## config.mk

```make
export PLATFORM = sky130hd
export DESIGN_NAME = direct_mapped_writeback_dcache_top
export DESIGN_NICKNAME = d
export VERILOG_FILES = /design/src/rtl/dmc_pkg.sv /design/src/rtl/dmc_fifo.sv /design/src/rtl/dmc_front.sv /design/src/rtl/dmc_back.sv /design/src/rtl/direct_mapped_writeback_dcache_top.sv
export SDC_FILE = /design/constraint.sdc
export NUM_CORES = 2
export LEC_CHECK = 0
export BUFFER_PORTS_ARGS = -buffer_cell sky130_fd_sc_hd__buf_2
export CELL_PAD_IN_SITES_DETAIL_PLACEMENT = 0
export CELL_PAD_IN_SITES_GLOBAL_PLACEMENT = 1
export CORE_ASPECT_RATIO = 2
export CORE_UTILIZATION = 50
export DETAILED_ROUTE_END_ITERATION = 16
export GPL_ROUTABILITY_DRIVEN = 0
export PLACE_DENSITY = 0.82
export SLEW_MARGIN = 20
export SYNTH_ARGS = -nofsm -noshare
export SYNTH_HDL_FRONTEND = slang
export SYNTH_SLANG_ARGS = --single-unit
export TNS_END_PERCENT = 50
```

## constraint.sdc

```tcl
create_clock -name clk -period 11.1 [get_ports clk]
set_input_delay 2.22 -clock clk [delete_from_list [all_inputs] [get_ports clk]]
set_output_delay 2.22 -clock clk [all_outputs]
set_load 0.005 [all_outputs]
```

## src/rtl/dmc_pkg.sv

```systemverilog
// Shared types and codes for the direct-mapped write-back data cache.
package dmc_pkg;

  // Request operation codes
  localparam logic [1:0] OP_READ  = 2'd0;
  localparam logic [1:0] OP_WRITE = 2'd1;
  localparam logic [1:0] OP_FLUSH = 2'd2;

  // Result kinds
  localparam logic [1:0] KIND_DONE  = 2'd0;
  localparam logic [1:0] KIND_WRITE = 2'd1;
  localparam logic [1:0] KIND_READ  = 2'd2;

  // Word address is split into this many 8-bit chunks for the line index remainder
  localparam int unsigned DIV_STEPS = 4;

  typedef struct packed {
    logic [1:0]  operation;
    logic [31:0] address;
    logic [31:0] write_data;
    logic        cacheable;
    logic [31:0] mem_read_data;
  } dmc_req_t;

  localparam int unsigned REQ_W = $bits(dmc_req_t);

  typedef enum logic [1:0] {
    FE_IDLE,
    FE_DIV,
    FE_PUSH
  } fe_state_t;

  typedef enum logic [2:0] {
    BK_IDLE,
    BK_LOOK,
    BK_EMIT,
    BK_FLUSH_RD,
    BK_FLUSH_CHK
  } bk_state_t;

endpackage

```

## src/rtl/dmc_fifo.sv

```systemverilog
// Two-entry request queue between the front and back ends.
module dmc_fifo #(
  parameter int unsigned WIDTH = 8
) (
  input  logic             clk,
  input  logic             rst,
  input  logic             push,
  input  logic [WIDTH-1:0] push_data,
  output logic             full,
  input  logic             pop,
  output logic [WIDTH-1:0] head,
  output logic             empty
);

  logic [WIDTH-1:0] entry [2];
  logic             wr_ptr;
  logic             rd_ptr;
  logic [1:0]       count;

  assign full  = (count == 2'd2);
  assign empty = (count == 2'd0);
  assign head  = entry[rd_ptr];

  always_ff @(posedge clk) begin
    if (push && !full) begin
      entry[wr_ptr] <= push_data;
    end
  end

  always_ff @(posedge clk) begin
    if (rst) begin
      wr_ptr <= 1'b0;
      rd_ptr <= 1'b0;
      count  <= 2'd0;
    end else begin
      if (push && !full) begin
        wr_ptr <= ~wr_ptr;
      end
      if (pop && !empty) begin
        rd_ptr <= ~rd_ptr;
      end
      unique case ({push && !full, pop && !empty})
        2'b10:   count <= count + 2'd1;
        2'b01:   count <= count - 2'd1;
        default: count <= count;
      endcase
    end
  end

endmodule

```

## src/rtl/dmc_front.sv

```systemverilog
// Front end: takes requests, works out the line index and queues them.
module dmc_front #(
  parameter int unsigned NUM_LINES = 32
) (
  input  logic        clk,
  input  logic        rst,
  input  logic        req_valid,
  output logic        req_stall,
  input  logic [1:0]  operation,
  input  logic [31:0] address,
  input  logic [31:0] write_data,
  input  logic        cacheable,
  input  logic [31:0] mem_read_data,
  output logic        push,
  output logic [dmc_pkg::REQ_W+$clog2(NUM_LINES)-1:0] push_data,
  input  logic        q_full
);
  import dmc_pkg::*;

  localparam int unsigned IDX_W   = $clog2(NUM_LINES);
  localparam bit          IS_POW2 = ((NUM_LINES & (NUM_LINES - 1)) == 0);
  localparam logic [IDX_W:0] LINES_C = (IDX_W + 1)'(NUM_LINES);

  fe_state_t   state;
  fe_state_t   state_next;
  dmc_req_t    hold;
  logic [IDX_W-1:0] idx;
  logic [IDX_W-1:0] rem_next;
  logic [31:0] div_word;
  logic [1:0]  div_cnt;
  logic        accept;

  assign accept = req_valid && (state == FE_IDLE);

  always_comb begin
    state_next = state;
    unique case (state)
      FE_IDLE: if (req_valid) state_next = IS_POW2 ? FE_PUSH : FE_DIV;
      FE_DIV:  if (div_cnt == 2'(DIV_STEPS - 1)) state_next = FE_PUSH;
      FE_PUSH: if (!q_full) state_next = FE_IDLE;
      default: state_next = FE_IDLE;
    endcase
  end

  always_comb begin
    req_stall = (state != FE_IDLE);
    push      = (state == FE_PUSH) && !q_full;
    push_data = {hold, idx};
  end

  // Restoring remainder, eight address bits a cycle
  always_comb begin
    logic [IDX_W-1:0] r;
    logic [IDX_W:0]   t;
    r = idx;
    for (int i = 0; i < 8; i++) begin
      t = {r, div_word[31-i]};
      if (t >= LINES_C) t = t - LINES_C;
      r = t[IDX_W-1:0];
    end
    rem_next = r;
  end

  always_ff @(posedge clk) begin
    if (rst) begin
      state <= FE_IDLE;
    end else begin
      state <= state_next;
    end
  end

  always_ff @(posedge clk) begin
    if (accept) begin
      hold.operation     <= operation;
      hold.address       <= address;
      hold.write_data    <= write_data;
      hold.cacheable     <= cacheable;
      hold.mem_read_data <= mem_read_data;
      idx                <= IS_POW2 ? address[IDX_W+1:2] : '0;
      div_word           <= {2'b00, address[31:2]};
      div_cnt            <= 2'd0;
    end else if (state == FE_DIV) begin
      idx      <= rem_next;
      div_word <= div_word << 8;
      div_cnt  <= div_cnt + 2'd1;
    end
  end

endmodule

```

## src/rtl/dmc_back.sv

```systemverilog
// Back end: line store, hit/miss handling, flush sweep and result register.
module dmc_back #(
  parameter int unsigned NUM_LINES = 32
) (
  input  logic        clk,
  input  logic        rst,
  input  logic [dmc_pkg::REQ_W+$clog2(NUM_LINES)-1:0] head,
  input  logic        q_empty,
  output logic        q_pop,
  output logic        rsp_valid,
  input  logic        rsp_stall,
  output logic [1:0]  kind,
  output logic [31:0] mem_address,
  output logic [31:0] data,
  output logic        hit,
  output logic        last
);
  import dmc_pkg::*;

  localparam int unsigned IDX_W = $clog2(NUM_LINES);

  bk_state_t state;
  bk_state_t state_next;

  // Line store
  logic [31:0] line_address [NUM_LINES];
  logic [31:0] line_word    [NUM_LINES];
  logic [NUM_LINES-1:0] line_valid;
  logic [NUM_LINES-1:0] line_dirty;
  logic [31:0] rd_tag;
  logic [31:0] rd_word;
  logic [IDX_W-1:0] ram_raddr;

  dmc_req_t         head_req;
  logic [IDX_W-1:0] head_idx;
  dmc_req_t         cur;
  logic [IDX_W-1:0] cur_idx;
  logic [IDX_W-1:0] flush_idx;

  // Pending results of the current request
  logic        pend_wb;
  logic        pend_rd;
  logic [31:0] wb_addr;
  logic [31:0] wb_data;
  logic [31:0] rd_addr;
  logic [31:0] done_data;
  logic        done_hit;

  // Lookup decisions
  logic        cur_v;
  logic        cur_d;
  logic        line_hit;
  logic        look_wb;
  logic        look_rd;
  logic        look_we;
  logic        look_dirty;
  logic [31:0] look_wb_addr;
  logic [31:0] look_wb_data;
  logic [31:0] look_wword;
  logic [31:0] look_done_data;
  logic        look_done_hit;

  logic slot_free;
  logic flush_dirty;
  logic flush_step;
  logic flush_last;
  logic emit_load;
  logic flush_load;

  assign head_req = head[REQ_W+IDX_W-1:IDX_W];
  assign head_idx = head[IDX_W-1:0];

  assign slot_free   = !rsp_valid || !rsp_stall;
  assign flush_dirty = line_valid[flush_idx] && line_dirty[flush_idx];
  assign flush_step  = !flush_dirty || slot_free;
  assign flush_last  = (flush_idx == IDX_W'(NUM_LINES - 1));
  assign cur_v       = line_valid[cur_idx];
  assign cur_d       = line_dirty[cur_idx];
  assign line_hit    = cur_v && (rd_tag == cur.address);

  always_comb begin
    state_next = state;
    unique case (state)
      BK_IDLE: begin
        if (!q_empty) begin
          state_next = (head_req.operation == OP_FLUSH) ? BK_FLUSH_RD : BK_LOOK;
        end
      end
      BK_LOOK:     state_next = BK_EMIT;
      BK_EMIT:     if (slot_free && !pend_wb && !pend_rd) state_next = BK_IDLE;
      BK_FLUSH_RD: state_next = BK_FLUSH_CHK;
      BK_FLUSH_CHK: begin
        if (flush_step) state_next = flush_last ? BK_EMIT : BK_FLUSH_RD;
      end
      default:     state_next = BK_IDLE;
    endcase
  end

  always_comb begin
    q_pop      = (state == BK_IDLE) && !q_empty;
    emit_load  = (state == BK_EMIT) && slot_free;
    flush_load = (state == BK_FLUSH_CHK) && flush_dirty && slot_free;
    unique case (state)
      BK_IDLE:                   ram_raddr = head_idx;
      // keep the swept line on the read port while a write-back waits
      BK_FLUSH_RD, BK_FLUSH_CHK: ram_raddr = flush_idx;
      default:                   ram_raddr = cur_idx;
    endcase
  end

  always_comb begin
    look_wb        = 1'b0;
    look_rd        = 1'b0;
    look_we        = 1'b0;
    look_dirty     = 1'b0;
    look_wb_addr   = rd_tag;
    look_wb_data   = rd_word;
    look_wword     = cur.mem_read_data;
    look_done_data = 32'd0;
    look_done_hit  = 1'b0;
    unique case (cur.operation)
      OP_READ: begin
        if (!cur.cacheable) begin
          look_rd        = 1'b1;
          look_done_data = cur.mem_read_data;
        end else if (line_hit) begin
          look_done_data = rd_word;
          look_done_hit  = 1'b1;
        end else begin
          look_wb        = cur_v && cur_d;
          look_rd        = 1'b1;
          look_we        = 1'b1;
          look_done_data = cur.mem_read_data;
        end
      end
      OP_WRITE: begin
        look_wword = cur.write_data;
        if (!cur.cacheable) begin
          look_wb      = 1'b1;
          look_wb_addr = cur.address;
          look_wb_data = cur.write_data;
        end else begin
          look_wb    = cur_v && cur_d && (rd_tag != cur.address);
          look_we    = 1'b1;
          look_dirty = 1'b1;
        end
      end
      default: ;
    endcase
  end

  // Line store: one write port, one registered read port
  always_ff @(posedge clk) begin
    if ((state == BK_LOOK) && look_we) begin
      line_address[cur_idx] <= cur.address;
      line_word[cur_idx]    <= look_wword;
    end
    rd_tag  <= line_address[ram_raddr];
    rd_word <= line_word[ram_raddr];
  end

  always_ff @(posedge clk) begin
    if (rst) begin
      state      <= BK_IDLE;
      line_valid <= '0;
      line_dirty <= '0;
      pend_wb    <= 1'b0;
      pend_rd    <= 1'b0;
      rsp_valid  <= 1'b0;
    end else begin
      state <= state_next;
      if ((state == BK_LOOK) && look_we) begin
        line_valid[cur_idx] <= 1'b1;
        line_dirty[cur_idx] <= look_dirty;
      end
      if (flush_load) begin
        line_dirty[flush_idx] <= 1'b0;
      end
      if (state == BK_LOOK) begin
        pend_wb <= look_wb;
        pend_rd <= look_rd;
      end else if (emit_load) begin
        if (pend_wb) begin
          pend_wb <= 1'b0;
        end else begin
          pend_rd <= 1'b0;
        end
      end
      if (emit_load || flush_load) begin
        rsp_valid <= 1'b1;
      end else if (!rsp_stall) begin
        rsp_valid <= 1'b0;
      end
    end
  end

  always_ff @(posedge clk) begin
    if (q_pop) begin
      cur       <= head_req;
      cur_idx   <= head_idx;
      flush_idx <= '0;
    end
    if ((state == BK_FLUSH_CHK) && flush_step && !flush_last) begin
      flush_idx <= flush_idx + IDX_W'(1);
    end
    if (state == BK_LOOK) begin
      wb_addr   <= look_wb_addr;
      wb_data   <= look_wb_data;
      rd_addr   <= cur.address;
      done_data <= look_done_data;
      done_hit  <= look_done_hit;
    end else if ((state == BK_FLUSH_CHK) && flush_step && flush_last) begin
      done_data <= 32'd0;
      done_hit  <= 1'b0;
    end
    if (flush_load) begin
      kind        <= KIND_WRITE;
      mem_address <= rd_tag;
      data        <= rd_word;
      hit         <= 1'b0;
      last        <= 1'b0;
    end else if (emit_load) begin
      priority if (pend_wb) begin
        kind        <= KIND_WRITE;
        mem_address <= wb_addr;
        data        <= wb_data;
        hit         <= 1'b0;
        last        <= 1'b0;
      end else if (pend_rd) begin
        kind        <= KIND_READ;
        mem_address <= rd_addr;
        data        <= 32'd0;
        hit         <= 1'b0;
        last        <= 1'b0;
      end else begin
        kind        <= KIND_DONE;
        mem_address <= 32'd0;
        data        <= done_data;
        hit         <= done_hit;
        last        <= 1'b1;
      end
    end
  end

  a_last_is_done: assert property (@(posedge clk) disable iff (rst)
    rsp_valid && last |-> kind == KIND_DONE)
    else $error("last set on a non-completion result");

  a_hit_only_done: assert property (@(posedge clk) disable iff (rst)
    rsp_valid && hit |-> kind == KIND_DONE && mem_address == 32'd0)
    else $error("hit set on a memory request");

  a_alloc_sets_valid: assert property (@(posedge clk) disable iff (rst)
    state == BK_LOOK && look_we |=> line_valid[cur_idx])
    else $error("allocated line not marked valid");

  a_flush_cleans: assert property (@(posedge clk) disable iff (rst)
    state == BK_EMIT && cur.operation == OP_FLUSH |-> line_dirty == '0)
    else $error("dirty line left after flush sweep");

  a_dirty_needs_valid: assert property (@(posedge clk) disable iff (rst)
    (line_dirty & ~line_valid) == '0)
    else $error("dirty mark on an invalid line");

endmodule

```

## src/rtl/direct_mapped_writeback_dcache_top.sv

```systemverilog
// Top level of the direct-mapped write-back data cache.
//
// Request channel (req_valid / req_stall): operation, address, write_data,
// cacheable and mem_read_data, taken when req_valid is high and req_stall low.
// Result channel (rsp_valid / rsp_stall): kind, mem_address, data, hit, last.
// Each request gives one to three results (a flush gives one per dirty line)
// ending with a completion that has last set: write-back, then read request,
// then completion. A result is held steady while rsp_stall is high.
// With a power-of-two line count the index is taken from the address bits;
// other line counts first have the front end work out the index remainder,
// 8 address bits a cycle. The back-end sequencer (queue pop, registered
// line-store read, decide, then the results in turn) sets the pace for a
// read or write. A flush visits every line, reading and then checking each.
// The front end takes the next request while the back end is busy; a
// two-entry queue sits between them. A stalled result stops the back end
// only; requests keep queueing until the queue is full.
// Reset clears valid and dirty marks in flip-flops at once: no clearing pass.
module direct_mapped_writeback_dcache_top #(
  parameter int unsigned NUM_LINES = 32
) (
  input  logic        clk,
  input  logic        rst,
  input  logic        req_valid,
  output logic        req_stall,
  input  logic [1:0]  operation,
  input  logic [31:0] address,
  input  logic [31:0] write_data,
  input  logic        cacheable,
  input  logic [31:0] mem_read_data,
  output logic        rsp_valid,
  input  logic        rsp_stall,
  output logic [1:0]  kind,
  output logic [31:0] mem_address,
  output logic [31:0] data,
  output logic        hit,
  output logic        last
);
  import dmc_pkg::*;

  localparam int unsigned Q_W = REQ_W + $clog2(NUM_LINES);

  logic           q_push;
  logic [Q_W-1:0] q_push_data;
  logic           q_full;
  logic           q_pop;
  logic [Q_W-1:0] q_head;
  logic           q_empty;

  // Front end: request intake and line index
  dmc_front #(
    .NUM_LINES(NUM_LINES)
  ) u_front (
    .clk          (clk),
    .rst          (rst),
    .req_valid    (req_valid),
    .req_stall    (req_stall),
    .operation    (operation),
    .address      (address),
    .write_data   (write_data),
    .cacheable    (cacheable),
    .mem_read_data(mem_read_data),
    .push         (q_push),
    .push_data    (q_push_data),
    .q_full       (q_full)
  );

  // Decoupling queue
  dmc_fifo #(
    .WIDTH(Q_W)
  ) u_fifo (
    .clk      (clk),
    .rst      (rst),
    .push     (q_push),
    .push_data(q_push_data),
    .full     (q_full),
    .pop      (q_pop),
    .head     (q_head),
    .empty    (q_empty)
  );

  // Back end: line store and result sequencing
  dmc_back #(
    .NUM_LINES(NUM_LINES)
  ) u_back (
    .clk        (clk),
    .rst        (rst),
    .head       (q_head),
    .q_empty    (q_empty),
    .q_pop      (q_pop),
    .rsp_valid  (rsp_valid),
    .rsp_stall  (rsp_stall),
    .kind       (kind),
    .mem_address(mem_address),
    .data       (data),
    .hit        (hit),
    .last       (last)
  );

endmodule
```

# After elaboration in Yosys (flattened, before gate mapping)
# Memories as Yosys holds them, arrays and structs flattened. A register that Yosys moved wholly into a read port is not among the register bits.
# Index checks and enable logic that the tools add are counted.
# totals
in_bits,103
out_inout_bits,70
elab_cells,232
register_bits,520
mem_count,3
ram_bits,2256
# memory_table
memory,words,word_bits,read_ports,rd_clocked_by_memory_dff,write_ports,line,text
u_back.line_address,32,32,1,1,1,dmc_back.sv:26,logic [31:0] line_address [NUM_LINES];
u_back.line_word,32,32,1,1,1,dmc_back.sv:27,logic [31:0] line_word [NUM_LINES];
u_fifo.entry,2,104,1,1,1,dmc_fifo.sv:15,logic [WIDTH-1:0] entry [2];
# classes
reduce_logical,46
n_bitwise,5
eq_ne,23
magnitude_cmp,12
addsub,12
mux,95
# ops
cell,n
$mux 32,21
$mux 30,2
$mux 5,12
$ge 6x6->1 const B,8
$sub 5x1->5 const B,8
$mux 1,38
$and 32x32->32,1
$bwmux 32,1
$eq 32x32->1,1
$ne 32x32->1,1
$not 32->32,1
$or 32x32->32,1
$bmux 1 s5,4
$logic_and 1x1->1,20
$pmux 3 s5,1
$reduce_bool 2->1,7
$lt 5x6->1 const B,2
$mux 2,6
$demux 1 s5,2
$eq 2x2->1 const B,5
$ge 5x1->1 const B,2
$pmux 5 s2,1
$mux 3,3
$logic_not 1->1,8
other kinds (20),37

# Depth between registers and ports, before layout
# depth
word_depth,18
depth_mapped,14
depth_no_buf,8

# Hierarchy
# From an unflattened synthesis, not the netlist that was laid out.
# hier_totals
hier_cells,7270
area_unflattened_um2,111831.0
# by_module_without_submodules
module,instances,area_each_um2,cells_each,seq_area_each_um2
dmc_back,1,99968.4,6763,73330.3
dmc_fifo,1,7739.9,350,6346.1
dmc_front,1,4122.7,157,3743.6

# Worst setup path after synthesis
# Ideal clock, no wire load.
# synth_path
path_type,register to register
startpoint,reg u_back.cur_idx[0]
endpoint,reg u_back.line_dirty[13]
setup_ns,0.096
path_stages_with_launch,12
synth_period_minus_slack_ns,8.733
required_time_ns,11.004
slack_ns,2.367
arrival_time_ns,8.637
path_buffers,3
path_cell_list,edfxtp_1 -> clkbuf_1 -> buf_4 -> mux2i_1 -> o221ai_1 -> nand3_1 -> o2111a_1 -> nor3_2 -> buf_2 -> nor4_1 -> mux2i_1 -> a31oi_1
# synth_via
elab_chain_cells,11
elab_cells_between_ends,17
classes_between,2 x order compare; 11 x mux; 1 x bitwise; 3 x reduce/logical
# synth_rtl
element,line,text
from (decl),dmc_back.sv:37,logic [IDX_W-1:0] cur_idx;
from (signal assigned),dmc_back.sv:200,cur_idx <= head_idx;
$bmux 1 s5,dmc_back.sv:77,assign cur_v = line_valid[cur_idx];
$mux 1 (not written as such),dmc_back.sv:77,
$logic_and 1x1->1,dmc_back.sv:79,assign line_hit = cur_v && (rd_tag == cur.address);
$mux 1,dmc_back.sv:126,end else if (line_hit) begin
$mux 1,dmc_back.sv:123,if (!cur.cacheable) begin
$pmux 1 s2,dmc_back.sv:121,unique case (cur.operation)
$logic_and 1x1->1,dmc_back.sv:172,if ((state == BK_LOOK) && look_we) begin
$mux 32 (*),dmc_back.sv:172,
$mux 32 (*),dmc_back.sv:163,if (rst) begin
$and 32x32->32 (no line),n/a,
$mux 32 (*),dmc_back.sv:176,if (flush_load) begin
"to (signal, indexed assignment)",dmc_back.sv:174,line_dirty[cur_idx] <= look_dirty;
to (decl),dmc_back.sv:29,logic [NUM_LINES-1:0] line_dirty;
# Every way passes the cells marked *; elsewhere a longest branch is shown, timed or not. The select of a mux whose other input is x is not followed.
# A chain may end at the register's enable or synchronous reset.

==> results.txt <==
The worst setup path is launched from a flip-flop. The register bit count reported by yosys is 2826. The flow ran to the end, and the final reports show no timing, DRC or antenna violations. The starting density of the core came out at 50.3%.

The sequential cell area fraction in the yosys report came out at 77.2%. The total die area came out at 0.218 mm². The number of antenna violations at the first check in global routing came out at 12. In this run the deepest clock path goes through 4 buffers. In the layout the commonest cells are edfxtp_1 (2682), nand2_1 (863), mux2i_1 (770). The average wire per standard cell is 30.0 µm. The max-slew violation total from the final report came to 0. The share of post-route cells with drive strength above 1 came out at 13.5%.

TritonCTS built the clock tree. Summed over all layers, the routed wires come to 293 mm. The final routed DRC violation total came out at 0. The vertical extent of the die is 660 µm. The post-synthesis instance total came out at 6641. The cell area after synthesis is 0.108 mm².

The leakage component of the power is 40.6 nW. STA classifies the critical path endpoint as a flip-flop. The clock slew at the register clock pins of the worst setup and hold paths is 70 ps.

The layer with the highest usage after global routing is met2. The via count of the first global-routing pass was 60826. The count of antenna-violating nets left after detailed routing is 0. The total negative slack for setup checks is 0 ps. The Yosys step of the flow raised 0 warnings. Per report_power, the clock group accounts for 24.4% of the total. Sorting the synthesized cells by area gives the leading types as edfxtp_1 (74%), mux2i_1 (7.1%), nand2_1 (3.1%), dfxtp_1 (2.7%), mux2_2 (1.9%). The start point of the worst hold path is u_front.push_data[51]. The area inside the core boundary is 0.215 mm².

The count of flip-flops with a built-in enable after synthesis is 2682. The final-stage net count came out at 6912. The number of hold-repair buffers added at the cts stage is 0. The number of placement rows came out at 241. The share of flip-flops with an asynchronous set or reset after synthesis came out at 0%. The total nets after synthesis came out at 6750. The critical path required time came out at 11800 ps. The post-CTS setup buffer count came out at 0. Traced cell by cell, the critical path runs through mux2_1 -> nor2_1 -> or4_4 -> buf_4 -> buf_4 -> buf_4 -> mux2i_1 -> o22ai_1 -> nor4_1 -> nand3_1. The global routing met1 resource utilization came out at 31.3%. The synthesized area divided by synthesized cell count is 16.3 µm². Setup violations remaining at the end of the flow were counted as 0. The area share of the leading cell type in the synthesized netlist came out at 74.5%. The worst vdd rail ir drop is 0.000284 V. The flop-to-flop setup slack is 5180 ps. The proportion of power drawn by combinational gates came out at 31.5%. Setup repair after global routing left no endpoint under its margin. The total power draw came out at 0.0328 W. By instance count, the cell type seen most on the critical path is buf_4.

The number of endpoints with negative hold slack in the final report was 0. The internal power consumption is 0.0212 W. The library cell used most frequently in the layout, excluding fill and tap cells, is edfxtp_1. The root buffer cell chosen for the clock tree is clkbuf_16. Measured in cells, the most critical reg-to-reg path has a length of 10. The sum of net half-perimeters after detailed placement came out at 161 mm. The depth of the worst hold-timing path is 0. The final global-route overflow total is 0. The number of vias after detailed routing is 61173. The longest individual stage delay on the worst path came out at 930 ps. The worst path buffer plus inverter count is 3. The switching share of power is 35.2%.

The areal power density over the cells came out at 273 mW/mm². The cell family contributing the most delay on the critical path is buffers and inverters. The relative slew slack came out at 19.7%. The met2 capacity usage during global routing is 46.1%.

After the first detailed-routing iteration, the DRC count stood at 7052. The biggest fanout along the worst timing path came out at 62. The worst path uses 53.3% of the clock period. The clock period minus final worst setup slack is 5920 ps.

The relative area change from synthesis to final layout came out at 11.0%. The count of cells resized by post-cts repair is 0. The total global-route track usage is 26.5%. The detailed-route vias per instance came out at 6.25.

The path with the worst hold slack has its endpoint at u_fifo.entry[1][51]. The CTS buffer count came out at 228. The worst-skew pair later-pin latency is 910 ps. The largest net degree at the start of global routing came out at 164. The type of the most critical hold path is flip-flop to flip-flop. The worst endpoint data arrival time is 6620 ps. CTS saw 2826 sinks. The most used flip-flop cell after synthesis is edfxtp_1. The critical setup path kind is flip-flop to flip-flop. The number of H-tree levels is 4. Yosys mapped the design onto 67 distinct sky130hd cell types. The max-cap check violation count is 0. Summed over all nets, the switching power comes to 0.0115 W. The top achievable clock speed is 0.169 GHz.

The number of search-and-repair iterations in the first detailed-routing pass is 7. The wire length of the first global-routing pass is 415 mm. 173 I/O pins were placed.

In this run the horizontal extent of the chip is 331 µm. The slew of the pin with the lowest slew margin came out at 1200 ps. Summed over all instances, the cell type with the most area after synthesis is edfxtp_1.

On the critical path, the stage with the largest delay is an instance of dfxtp_4. The number of I/O port buffers came out at 172. The met3 usage in global routing is 3.79%. The post-route clock skew is 54.6 ps.

In this run the critical register-to-register path is captured at u_back.rd_tag[17]. The part of the total power dissipated in sequential elements is 44.1%.
[cell usage after synthesis, types with 2 or more instances]
cell       count
buf_1         19
nor2b_1       31
a311oi_1      63
nand2b_1      11
or3_1          9
a21oi_1       12
and3_1       131
buf_4         12
mux4_2        10
mux2i_1      770
nand3_1      238
or2_2          3
o21ai_0      143
a22oi_1       72
xnor2_1       37
nand2_1      880
edfxtp_1    2682
o22ai_1      316
or3b_1         3
a211oi_1      67
o32ai_1        2
and2_1        10
xor2_1         2
inv_1         22
nor2_1       136
nand4_1       13
o211ai_1       5
clkbuf_1     255
nor4_1        81
a31oi_1       89
o221ai_1       7
buf_6         10
nor4_2        17
nor3b_1        2
ha_1           6
mux2_2       186
a32oi_1        3
o2111ai_1      4
dfxtp_1      144
buf_2        102
or3b_2         2
nor3_1         8
o21ai_1        2
[registers in the layout, indices dropped and copies added, names as in the netlist, 99 cells and up, named ones only]
register and cells:
u_back.cur 99, u_front.push_data 99, u_back.line_address 1024, u_fifo.entry 208, u_back.line_word 1024
[area by class of cell]
type                       count  area, µm²
clock inverter               124       1130
inverter                      23       88.8
multi-input combinational   3394      23400
fill                       16305      95000
clock buffer                 291       6110
sequential                  2826      83400
tap                         2794       3500
antenna                        5       12.5
timing repair buffer         330       2270
[kinds of logic (layout without fill, tap and decap cells)]
kind of cell | after synthesis | in the layout | share of synthesized area [%]
xor gates and xnor gates | 39 | 39 | 0.316
buffers and inverters | 421 | 768 | 1.69
adders and majority gates | 6 | 6 | 0.0694
muxes | 967 | 967 | 9.28
other | 0 | 5 | 0
AOI/OAI and AO/OA | 798 | 798 | 4.82
DFF | 2826 | 2826 | 77.2
and+or+nand+nor | 1584 | 1584 | 6.66
[worst max path at each step]
stage	from	endpoint	slack, ps	depth (start not counted)
global placement	flip-flop	u_back.rd_tag[17]	5350	10
floorplan	u_back.cur_idx[0]	u_back.line_dirty[13]	2370	11
detailed placement	flip-flop	u_back.rd_tag[17]	5300	10
global route	flip-flop	u_back.rd_tag[17]	5010	10
CTS	flip-flop	u_back.rd_tag[17]	5260	10
finish	flip-flop	u_back.rd_tag[17]	5180	10
[power groups by stage]
| stage | Sequential, W | Combinational [W] | Clock (W) |
|---|---|---|---|
| 4_1_cts | 0.0145 | 0.0101 | 0.00807 |
| 3_5_place_dp | 0.0147 | 0.0100 | 0 |
| 5_1_grt | 0.0145 | 0.0109 | 0.00842 |
| 3_3_place_gp | 0.0147 | 0.00984 | 0 |
| 2_1_floorplan | 0.0144 | 0.00668 | 0 |
| 6_report | 0.0144 | 0.0103 | 0.00801 |
[per-stage QoR]
| stage | utilization (%) | setup slack, ps | cells | instance area [µm²] | hold WS [ps] |
|---|---|---|---|---|---|
| final | 55.8 | 5180 | 9787 | 120000 | 446 |
| after global routing | 55.8 | 5010 | 9783 | 120000 | 448 |
| after CTS | 55.7 | 5260 | 9773 | 120000 | 441 |
| after detailed placement | 52.4 | 5300 | 9358 | 113000 | 429 |
| after global placement | 52.3 | 5350 | 9358 | 113000 | 422 |
| after floorplan | - | 2370 | 6641 | 108000 | 421 |
[layer usage]
metal	part of all wire, %	vias up
met5	0.014	-
met4	6.2	6
met3	8.2	897
met2	51	3335
met1	34	30906
li1	-	26029
[worst register-to-register path, delay by kind of cell (launching register included)]
kind	cells	cell delay, ps
DFF	1	930
muxes	2	810
buffers and inverters	3	2270
and+or+nand+nor	4	1600
AOI/OAI and AO/OA	1	140
(Power assumes the default switching activity.)
